===== src/rtl/cdq_pkg.sv =====
// Shared constants, operation codes and index helpers for the circular deque.
package cdq_pkg;

    localparam int DEPTH  = 1024;
    localparam int DATA_W = 32;
    localparam int IDX_W  = $clog2(DEPTH);
    localparam int CNT_W  = IDX_W + 1;
    localparam int STEP_W = $clog2(IDX_W);

    localparam logic [2:0] OP_PUSH_FRONT = 3'd0;
    localparam logic [2:0] OP_PUSH_REAR  = 3'd1;
    localparam logic [2:0] OP_POP_FRONT  = 3'd2;
    localparam logic [2:0] OP_POP_REAR   = 3'd3;
    localparam logic [2:0] OP_PEEK_FRONT = 3'd4;
    localparam logic [2:0] OP_PEEK_REAR  = 3'd5;

    localparam logic [DATA_W-1:0] PEEK_FAIL = '1;

    typedef enum logic [3:0] {
        S_IDLE = 4'b0001,
        S_MOD  = 4'b0010,
        S_EXEC = 4'b0100,
        S_READ = 4'b1000
    } state_t;

    function automatic logic [IDX_W-1:0] idx_inc(input logic [IDX_W-1:0] i,
                                                 input logic [CNT_W-1:0] cap);
        logic [CNT_W-1:0] s;
        s = {1'b0, i} + CNT_W'(1);
        return (s >= cap) ? '0 : s[IDX_W-1:0];
    endfunction

    function automatic logic [IDX_W-1:0] idx_dec(input logic [IDX_W-1:0] i,
                                                 input logic [CNT_W-1:0] cap);
        logic [CNT_W-1:0] c;
        c = cap - CNT_W'(1);
        return (i == '0) ? c[IDX_W-1:0] : i - IDX_W'(1);
    endfunction

endpackage


===== src/rtl/cdq_mod.sv =====
// Bit-serial remainder unit: reduces two ring indices modulo the capacity.
module cdq_mod
    import cdq_pkg::*;
(
    input  logic             clk,
    input  logic             rst_n,
    input  logic             start,
    input  logic [CNT_W-1:0] cap,
    input  logic [IDX_W-1:0] a,
    input  logic [IDX_W-1:0] b,
    output logic             done,
    output logic [IDX_W-1:0] ra,
    output logic [IDX_W-1:0] rb
);

    logic [IDX_W-1:0]  a_reg, b_reg;
    logic [IDX_W-1:0]  ra_reg, rb_reg;
    logic [IDX_W-1:0]  ra_next, rb_next;
    logic [STEP_W-1:0] step_reg;
    logic              busy_reg;
    logic              done_reg;
    logic [CNT_W-1:0]  ta, tb, da, db;

    always_comb
    begin
        ta      = {ra_reg, a_reg[step_reg]};
        tb      = {rb_reg, b_reg[step_reg]};
        da      = ta - cap;
        db      = tb - cap;
        ra_next = (ta >= cap) ? da[IDX_W-1:0] : ta[IDX_W-1:0];
        rb_next = (tb >= cap) ? db[IDX_W-1:0] : tb[IDX_W-1:0];
    end

    always_ff @(posedge clk or negedge rst_n)
    begin
        if (!rst_n)
        begin
            busy_reg <= 1'b0;
            done_reg <= 1'b0;
            step_reg <= '0;
        end
        else
        begin
            done_reg <= 1'b0;
            if (start)
            begin
                busy_reg <= 1'b1;
                step_reg <= STEP_W'(IDX_W - 1);
            end
            else if (busy_reg)
            begin
                if (step_reg == '0)
                begin
                    busy_reg <= 1'b0;
                    done_reg <= 1'b1;
                end
                else
                begin
                    step_reg <= step_reg - STEP_W'(1);
                end
            end
        end
    end

    always_ff @(posedge clk)
    begin
        if (start)
        begin
            a_reg  <= a;
            b_reg  <= b;
            ra_reg <= '0;
            rb_reg <= '0;
        end
        else if (busy_reg)
        begin
            ra_reg <= ra_next;
            rb_reg <= rb_next;
        end
    end

    assign done = done_reg;
    assign ra   = ra_reg;
    assign rb   = rb_reg;

endmodule


===== config.mk =====
export PLATFORM = sky130hd
export DESIGN_NAME = cdq_mod
export DESIGN_NICKNAME = d
export VERILOG_FILES = /design/src/rtl/cdq_pkg.sv /design/src/rtl/cdq_mod.sv
export SDC_FILE = /design/constraint.sdc
export NUM_CORES = 1
export LEC_CHECK = 0
export ABC_AREA = 0
export BUFFER_PORTS_ARGS = -buffer_cell sky130_fd_sc_hd__buf_2
export CAP_MARGIN = 5
export CORE_MARGIN = 2
export CORE_UTILIZATION = 55
export CTS_CLUSTER_DIAMETER = 100
export DETAILED_ROUTE_END_ITERATION = 6
export HOLD_SLACK_MARGIN = 0.1
export PLACE_DENSITY = 0.79
export SLEW_MARGIN = 20
export SYNTH_ARGS = -nofsm -noshare
export SYNTH_HDL_FRONTEND = slang
export SYNTH_SLANG_ARGS = --single-unit

===== constraint.sdc =====
create_clock -name clk -period 3.79 [get_ports clk]
set_clock_uncertainty 0.2 [all_clocks]
set_input_delay 0.379 -clock clk [delete_from_list [all_inputs] [get_ports clk]]
set_output_delay 0.379 -clock clk [all_outputs]
set_load 0.01 [all_outputs]

==> results.yml, run 1 <==
sta:
  timing_hold_violations_final: 0
  report.final.slew_viol_count: 0
  setup_viol: 0
  layout_worst_path_cycle_share: 0.935
  fmax_ghz: 0.282
  max-slew-margin-rel: 0.601
  timing.setup.tns_ns: 0
  rsz0062_at_grt: "false"
  final.min_clock_period_ns: 3.54
  slew_worst_pin_ns: 0.598
synthesis:
  synth_xor_xnor_area_share: 0.0387
  count_of_flip_flops_with_a_built_in_enable_after_synthesis: 20
  largest_family_of_logic_cells_by_synthesized_area: "compound AO/OA/AOI/OAI gates"
  ys_ff_latch: 46
  post_synth_and_or_nand_nor_area_fraction: 0.136
  synth_top_flop_cell: "edfxtp_1"
  post_synth_instance_area_mm2: 0.00294
  post-synth-top-area-cell: "edfxtp_1"
  synth.yosys.seq_area_share: 0.391
  synth-compound-area-share: 0.199
  synth.avg_cell_area_um2: 9.91
  syn-instance-count: 297
  synthesis.yosys.warnings: 0
  synth_fp_nets: 356
  ys_types: 58
  fraction_of_synthesis_flops_using_an_asynchronous_set_or_reset_pin: 0.130
  synth.mux.area_fraction: 0.0722
  synthAdderAreaFrac: 0.111
  ys_top_cells_by_area: "edfxtp_1 (20%), dfxtp_1 (14%), ha_1 (9.8%)"
  yosys.area.top_type_share: 0.204
placed_design:
  place_hpwl_um: 5210
  place_congestion: 0.905
  numPortBuffers: 54
floorplanning:
  ioPinCount: 55
  initial_core_utilization: 0.573
  dieHeight_um: 77.2
  row_count: 26
  coreArea_mm2: 0.00514
  die-area_mm2: 0.00595
  dieWidth_um: 77.2
detailed_routing:
  route.detailed.wl_per_inst_um: 16.5
  routed-via-count: 2583
  initial_drc_count: 213
  drc: 0
  drt.antenna.violating_nets: 0
  routed_wirelength_um: 7320
  detailedRoute.firstPassIterationCount: 4
  post_drt_via_cell_ratio: 5.83
power_and_ir_drop:
  static-leakage-power_nw: 1.63
  totalPowerFinal_mw: 1.81
  pwrdens_mw_per_mm2: 505
  vdd.ir_drop.worst_v: 0.000311
clock_tree:
  cts_made_buffers: 5
  tritoncts: "yes"
  clockRootBuffer: "clkbuf_8"
  clkLatencyLatePin_ns: 0.31
  cts_htree_levels: 2
  max-clock-path-buffers: 2
  cts.clk_slew.worst_paths_ns: 0.10
  cts_num_sinks: 46
min_path:
  min-delay-path-class: "in2async"
grt:
  first_global_vias: 2505
  initial_antenna_violation_count: 0
  grt.overflow.total: 0
  grt.total_usage: 0.257
  largest_net_degree_at_the_start_of_global_routing: 26
  grt_first_pass_wirelength_um: 12000
cells_and_area:
  layout.cells.most_common_list: "buf_2 (54), nor2_1 (30), inv_1 (24)"
  final_common_cell: "buf_2"
  layout-drive-gt1-share: 0.225
  finish.net_count: 431
  insertedDiodeCount: 0
  fillCellCount: 419
  multi_input_area_mm2: 0.00164
  sequential_cell_area_mm2: 0.00115
  synthToLayoutAreaGrowth_pct: 21.5
critical_path:
  critPathKind: "reg2reg"
  setup.worst_path.end_class: "flip-flop"
  cp-start-kind: "flip-flop"
  reg2regPathDepth: 11
  crit_slowest_cell: "dfrtp_2"
  path_cells: "mux4_2, inv_1, o22ai_1, o21ai_0, ha_1, nor2b_1, o31a_1, o41a_4, a21oi_4, mux2_2, a211oi_1"
  crit_fanout: 8
  critPathArrivalTime_ns: 3.58
  cpPeakStageDelay_ns: 0.52
  critical_path_required_ns: 3.82
job:
  maxCapViolations: 0
status:
  outcome: "finished, final reports clean"
synthesized netlist by cell type, types with 2 or more instances:
library cell / n
a211o_2: 2
a211oi_1: 11
a211oi_2: 2
a21o_1: 5
a21oi_1: 12
a311oi_1: 2
a31o_2: 2
a31oi_1: 3
buf_2: 2
buf_4: 2
clkbuf_1: 6
dfrtp_1: 6
dfxtp_1: 20
edfxtp_1: 20
fa_1: 2
ha_1: 23
inv_1: 24
mux2_2: 2
mux2i_1: 10
mux4_2: 4
nand2_1: 17
nand2b_1: 4
nand3_1: 6
nand4_1: 3
nor2_1: 30
nor2b_1: 3
nor3_1: 6
nor4_1: 4
o211a_1: 2
o21a_1: 4
o21ai_0: 13
o21ai_1: 3
o21bai_1: 2
o22ai_1: 2
o31a_1: 3
or3_1: 2
xnor2_1: 8
xor2_1: 5
stage by stage:
| stage | utilization | cell area (µm²) | instances | setup WS (ns) | hold slack, ns |
|---|---|---|---|---|---|
| 4_1_cts | 0.696 | 3580 | 443 | 0.143 | 0.211 |
| 6_report | 0.696 | 3580 | 443 | 0.246 | 0.255 |
| 3_5_place_dp | 0.637 | 3270 | 414 | 0.152 | 0.0105 |
| 5_1_grt | 0.696 | 3580 | 443 | 0.00989 | 0.258 |
| 3_3_place_gp | 0.637 | 3270 | 414 | 0.275 | 0.0118 |
| 2_1_floorplan | - | 2940 | 297 | 0.553 | -0.117 |
logic make-up (layout without fill, tap and decap cells):
kind of cell / Yosys count / after routing
and+or+nand+nor: 81 / 81
AOI/OAI and AO/OA: 80 / 80
DFF: 46 / 46
buffers and inverters: 36 / 112
adders and majority gates: 25 / 25
muxes: 16 / 16
xor gates and xnor gates: 13 / 13
per-layer routing:
metal / vias up / global-route usage / wire length [µm]
met2: 98 / 0.406 / 3520
met1: 1226 / 0.341 / 3160
met3: 12 / 0.0600 / 475
li1: 1247 / - / -
met4: 0 / 0.100 / 155
met5: - / 0 / 0
repair_timing:
item,CTS,global route
resized for setup,0,1
hold buffers,21,0
endpoints found under the setup margin,0,3
buffers inserted,0,0
endpoints found under the hold margin,26,0
path summary, 6_finish.rpt:
| path | from | slack [ns] | end |
|---|---|---|---|
| max in group asynchronous | rst_n | 2.96 | step_reg[0]$_DFFE_PN0P_ |
| hold reg to reg | rb[9]$_SDFFE_PP0P_ | 0.31 | rb[9]$_SDFFE_PP0P_ |
| setup reg to reg | step_reg[0]$_DFFE_PN0P_ | 0.25 | rb[0]$_SDFFE_PP0P_ |
| setup / recovery | step_reg[0]$_DFFE_PN0P_ | 0.25 | rb[0]$_SDFFE_PP0P_ |
| min in group clk | rb[9]$_SDFFE_PP0P_ | 0.31 | rb[9]$_SDFFE_PP0P_ |
| hold / removal | rst_n | 0.25 | step_reg[3]$_DFFE_PN0P_ |
worst max-delay path: cells and delay by family, from the launching register on:
family | cells | cell delay [ns]
buffers and inverters | 1 | 0.06
AOI/OAI and AO/OA | 6 | 1.49
and+or+nand+nor | 1 | 0.07
muxes | 2 | 0.89
DFF | 1 | 0.52
adders and majority gates | 1 | 0.24
power by group:
group | switching [mW] | internal [mW] | total (mW)
clock network | 0.187 | 0.133 | 0.321
registers | 0.0936 | 0.599 | 0.693
logic | 0.423 | 0.373 | 0.795
total | 0.704 | 1.11 | 1.81
layout make-up:
type,instances,area share
clock buffer,5,0.0192
inverter,25,0.0262
timing repair buffer,79,0.143
multi-input combinational,215,0.458
clock inverter,3,0.00699
tap,70,0.0245
sequential,46,0.322
(Power assumes the default switching activity.)
==> run 2, diff against run 1 <==
Settings changed: CORE_MARGIN 2 to not set, SLEW_MARGIN 20 to 40.
==> run 2 against run 1 <==
  * Sequential power decreased by 1%
  * Worst setup slack improved by 0.049 ns
  * Highest routed layer unchanged
  * Utilization up 0.29 points
  * Non-clock buffer count increased by 2
  * Sequential share of layout area down 0.17 points
  * Clock-buffer cell count unchanged
  * Clock power is 3% higher
  * Die area is 5.1% lower
  * Combinational power grew 2%
  * Cell count grew 0.45%
  * First-iteration DRC count shrank 35%
==> results.yml, run 2 (synthesized netlist as in run 1, its figures left out) <==
placed_design:
  place_hpwl_um: 5090
  numPortBuffers: 54
  place_congestion: 0.903
critical_path:
  ff2ff_setup_slack_ns: 0.30
  critPathArrivalTime_ns: 3.53
  cp-start-kind: "flip-flop"
  reg2regPathDepth: 12
  startpoint: "step_reg[0]$_DFFE_PN0P_"
  crit_fanout: 4
  crit_slowest_cell: "mux4_2"
  critPathKind: "reg2reg"
  rr_endpoint: "rb[6]$_SDFFE_PP0P_"
  cpPeakStageDelay_ns: 0.53
  rr_startpoint: "step_reg[0]$_DFFE_PN0P_"
  path_cells: "mux4_2, inv_1, o22ai_1, o21ai_0, ha_1, fa_1, nor2b_1, o31a_1, nor3_1, nor2_1, or4_1, a311oi_1"
  setup.worst_path.end_class: "flip-flop"
  critical_path_required_ns: 3.82
cells_and_area:
  layout.cells.most_common_list: "buf_2 (54), nor2_1 (30), inv_1 (24)"
  layout-drive-gt1-share: 0.227
  final_common_cell: "buf_2"
  insertedDiodeCount: 0
  finish.net_count: 433
  synthToLayoutAreaGrowth_pct: 22.1
grt:
  grt.total_usage: 0.289
  grt.overflow.total: 0
  initial_antenna_violation_count: 0
  largest_net_degree_at_the_start_of_global_routing: 37
  first_global_vias: 2555
  grt_first_pass_wirelength_um: 11900
clock_tree:
  clockRootBuffer: "clkbuf_8"
  cts_made_buffers: 5
  clkLatencyLatePin_ns: 0.32
  cts.clk_slew.worst_paths_ns: 0.10
  cts_num_sinks: 46
  max-clock-path-buffers: 2
  post_cts_setup_buffers: 0
  cts_htree_levels: 2
  tritoncts: "yes"
floorplanning:
  coreArea_mm2: 0.00514
  ioPinCount: 55
  row_count: 26
  initial_core_utilization: 0.573
  dieHeight_um: 75.2
  die-area_mm2: 0.00565
  dieWidth_um: 75.2
detailed_routing:
  initial_drc_count: 138
  routed-via-count: 2587
  detailedRoute.firstPassIterationCount: 4
  route.detailed.wl_per_inst_um: 16.3
  drt.antenna.violating_nets: 0
  drc: 0
  routed_wirelength_um: 7260
  post_drt_via_cell_ratio: 5.81
sta:
  setup_viol: 0
  final.min_clock_period_ns: 3.49
  max-slew-margin-rel: 0.594
  fmax_ghz: 0.286
  timing_hold_violations_final: 0
  whs_ns: 0.200
  rsz0062_at_grt: "false"
  layout_worst_path_cycle_share: 0.922
  timing.setup.tns_ns: 0
  report.final.slew_viol_count: 0
  slew_worst_pin_ns: 0.609
job:
  maxCapViolations: 0
power_and_ir_drop:
  static-leakage-power_nw: 1.65
  totalPowerFinal_mw: 1.83
  vdd.ir_drop.worst_v: 0.000279
  pwrdens_mw_per_mm2: 509
min_path:
  min-delay-path-class: "in2async"
status:
  outcome: "finished, final reports clean"
## run 2: how the worst max path moves through the flow
stage                          to  slack [ns]  cells past startpoint
6_report       rb[6]$_SDFFE_PP0P_        0.30                     12
4_1_cts        rb[6]$_SDFFE_PP0P_        0.35                     12
2_1_floorplan  rb[0]$_SDFFE_PP0P_        0.55                     12
3_3_place_gp   rb[6]$_SDFFE_PP0P_        0.48                     12
3_5_place_dp   rb[6]$_SDFFE_PP0P_        0.37                     12
5_1_grt        rb[6]$_SDFFE_PP0P_       0.001                     12
## run 2: final cells by class
type	count	area, µm²
fillers	410	1550
inverters	25	93.8
multi-input cells	215	1640
flip-flops and latches	46	1150
clock buffers	5	68.8
repair buffers	81	526
well taps	70	87.6
clock inverters	3	26.3
## run 2: critical path: cells and delay by family (launching register included)
kind            cells  cell delay (ns)
fa+ha+maj           2             0.46
compound gates      4             0.88
flops               1             0.48
simple gates        4             0.79
mux                 1             0.53
buf+inv             1             0.06
## run 2: report_power, final
part | internal, mW | switching [mW] | total (mW)
Combinational | 0.379 | 0.436 | 0.814
Clock | 0.137 | 0.195 | 0.332
Sequential | 0.599 | 0.0857 | 0.685
## run 2: what timing repair did
item | in CTS | in global routing
endpoints found under the setup margin | 0 | 0
resized for setup | 0 | 0
hold endpoints to repair | 26 | 0
hold buffers | 21 | 0
## run 2: metal layers
metal  up-vias  wire length, µm  global-route usage
met5         -                0                   0
met4         0              244               0.126
met3        27              447              0.0710
met2        95             3570               0.491
met1      1206             3000               0.351
li1       1259                -                   -
## run 2: metrics by stage
step | std cells | cell area [µm²] | util | setup WS (ns)
6_report | 445 | 3590 | 0.699 | 0.295
5_1_grt | 445 | 3590 | 0.699 | 0.00135
4_1_cts | 445 | 3590 | 0.699 | 0.346
3_5_place_dp | 416 | 3290 | 0.640 | 0.366
3_3_place_gp | 416 | 3290 | 0.640 | 0.480
2_1_floorplan | 297 | 2940 | - | 0.553
==> run 3, diff against run 2 <==
Settings changed: CORE_ASPECT_RATIO set to 1.1.
==> run 3 against run 2 <==
  * Wire length down 4.3%
  * Global-route usage down 2.9 points
  * Non-clock buffer count down 1
  * Cell count down 2.9%
  * Clock-buffer cell count up 1
  * First-iteration DRC count up 6.5%
  * Design area down 0.21%
  * Die area about the same
  * Sequential share of layout area up 0.067 points
  * Register-to-register slack better by 0.07 ns
  * Largest power group unchanged
==> results.yml, run 3 (synthesized netlist as in run 1, its figures left out) <==
sta:
  final.min_clock_period_ns: 3.42
  slew_worst_pin_ns: 0.548
  rsz0062_at_grt: "false"
  timing.setup.tns_ns: 0
  report.final.slew_viol_count: 0
  setup_viol: 0
  layout_worst_path_cycle_share: 0.904
  timing_hold_violations_final: 0
  fmax_ghz: 0.292
  max-slew-margin-rel: 0.635
cells_and_area:
  insertedDiodeCount: 0
  final_core_util: 0.708
  final_common_cell: "buf_2"
  synthToLayoutAreaGrowth_pct: 21.8
  layout-drive-gt1-share: 0.222
  layout.cells.most_common_list: "buf_2 (54), nor2_1 (30), inv_1 (24)"
  finish.cell_count_without_fillers: 432
  finish.net_count: 432
grt:
  initial_antenna_violation_count: 0
  largest_net_degree_at_the_start_of_global_routing: 29
  first_global_vias: 2506
  grt.total_usage: 0.261
  grt.overflow.total: 0
  grt_first_pass_wirelength_um: 11200
clock_tree:
  clkLatencyLatePin_ns: 0.30
  post_cts_setup_buffers: 0
  tritoncts: "yes"
  cts_htree_levels: 2
  max-clock-path-buffers: 2
  cts_num_sinks: 46
  clockRootBuffer: "clkbuf_8"
  cts_made_buffers: 5
  cts.clk_slew.worst_paths_ns: 0.09
critical_path:
  critPathKind: "reg2reg"
  ff2ff_setup_slack_ns: 0.37
  reg2regPathDepth: 13
  rr_endpoint: "ra[1]$_SDFFE_PP0P_"
  critPathArrivalTime_ns: 3.48
  setup.worst_path.end_class: "flip-flop"
  rr_startpoint: "step_reg[0]$_DFFE_PN0P_"
  cp-start-kind: "flip-flop"
  critical_path_required_ns: 3.85
  crit_fanout: 11
floorplanning:
  coreArea_mm2: 0.00507
  initial_core_utilization: 0.581
  die-area_mm2: 0.00565
  dieHeight_um: 78.7
  row_count: 27
  dieWidth_um: 71.8
  ioPinCount: 55
detailed_routing:
  post_drt_via_cell_ratio: 5.99
  top_signal_layer_used: "met4"
  routed-via-count: 2589
  drt.antenna.violating_nets: 0
  drc: 0
  routed_wirelength_um: 6950
  met2_wirelength_um: 3600
  detailedRoute.firstPassIterationCount: 4
  routed-wl-met3_um: 326
  route.detailed.wl_per_inst_um: 16.1
  m1WireLength_um: 2840
  initial_drc_count: 147
power_and_ir_drop:
  static-leakage-power_nw: 1.64
  vdd.ir_drop.worst_v: 0.000279
  p_int_mw: 1.17
  power_share_of_the_combinational_group: 0.433
  p_sw_mw: 0.688
  power_frac_clock: 0.199
  power.switching_fraction: 0.370
  pwrdens_mw_per_mm2: 519
  register_share_of_total_power: 0.369
placed_design:
  place_congestion: 0.839
  placed_cells_incl_taps: 403
  place_hpwl_um: 4860
  numPortBuffers: 54
min_path:
  min-delay-path-class: "in2async"
status:
  outcome: "finished, final reports clean"
job:
  maxCapViolations: 0
run 3: cell count changes in the layout (fill, tap and decap cells not counted), sizes merged:
cell / change
bufinv: +1
clkinvlp: +1
inv: -3
clkbuf: +1
buf: -1
run 3: worst max-delay path by stage:
stage	from	end	cells past startpoint
2_1_floorplan	step_reg[0]$_DFFE_PN0P_	rb[0]$_SDFFE_PP0P_	12
3_3_place_gp	step_reg[0]$_DFFE_PN0P_	rb[0]$_SDFFE_PP0P_	11
3_5_place_dp	step_reg[0]$_DFFE_PN0P_	rb[3]$_SDFFE_PP0P_	12
4_1_cts	step_reg[0]$_DFFE_PN0P_	ra[1]$_SDFFE_PP0P_	13
5_1_grt	step_reg[0]$_DFFE_PN0P_	ra[1]$_SDFFE_PP0P_	13
6_report	step_reg[0]$_DFFE_PN0P_	ra[1]$_SDFFE_PP0P_	13
run 3: through the flow:
stage	total power [mW]	hold WS (ns)	worst slack, ns	area, µm²
3_5_place_dp	1.46	0.0164	0.386	3270
5_1_grt	1.99	0.248	0.0787	3590
3_3_place_gp	1.44	0.0206	0.487	3270
2_1_floorplan	1.26	-0.117	0.553	2940
4_1_cts	1.85	0.224	0.364	3590
6_report	1.86	0.234	0.365	3590
run 3: area by class of cell:
class	instances	area, µm²
Clock inverter	2	37.5
Clock buffer	6	72.6
Inverter	25	93.8
Tap cell	58	72.6
Multi-Input combinational cell	215	1640
Fill cell	408	1480
Timing Repair Buffer	80	518
Sequential cell	46	1150
run 3: power by group through the flow:
| stage | sequential [mW] | combinational [mW] | clock (mW) |
|---|---|---|---|
| global placement | 0.692 | 0.749 | 0 |
| CTS | 0.685 | 0.797 | 0.372 |
| finish | 0.686 | 0.805 | 0.370 |
| global route | 0.696 | 0.893 | 0.396 |
| detailed placement | 0.696 | 0.766 | 0 |
| floorplan | 0.691 | 0.572 | 0 |
run 3: per-layer routing:
metal	vias to the layer above	GRT usage
met5	-	0
met4	0	0.102
met3	17	0.0495
li1	1253	-
met2	91	0.481
met1	1228	0.293
run 3: what timing repair did:
| item | CTS | global route |
|---|---|---|
| resized for setup | 0 | 0 |
| hold buffers | 21 | 0 |
| hold endpoints to repair | 26 | 0 |
run 3: critical path, cell delays in order (launching register included):
cell,delay [ns]
dfrtp_1,0.46
buf_4,0.20
mux4_2,0.49
inv_1,0.07
o22ai_1,0.06
o21ai_0,0.21
ha_1,0.20
nand2_1,0.09
o31a_1,0.30
o21ai_1,0.20
o21bai_1,0.19
buf_4,0.25
nor4b_1,0.30
a311o_1,0.17
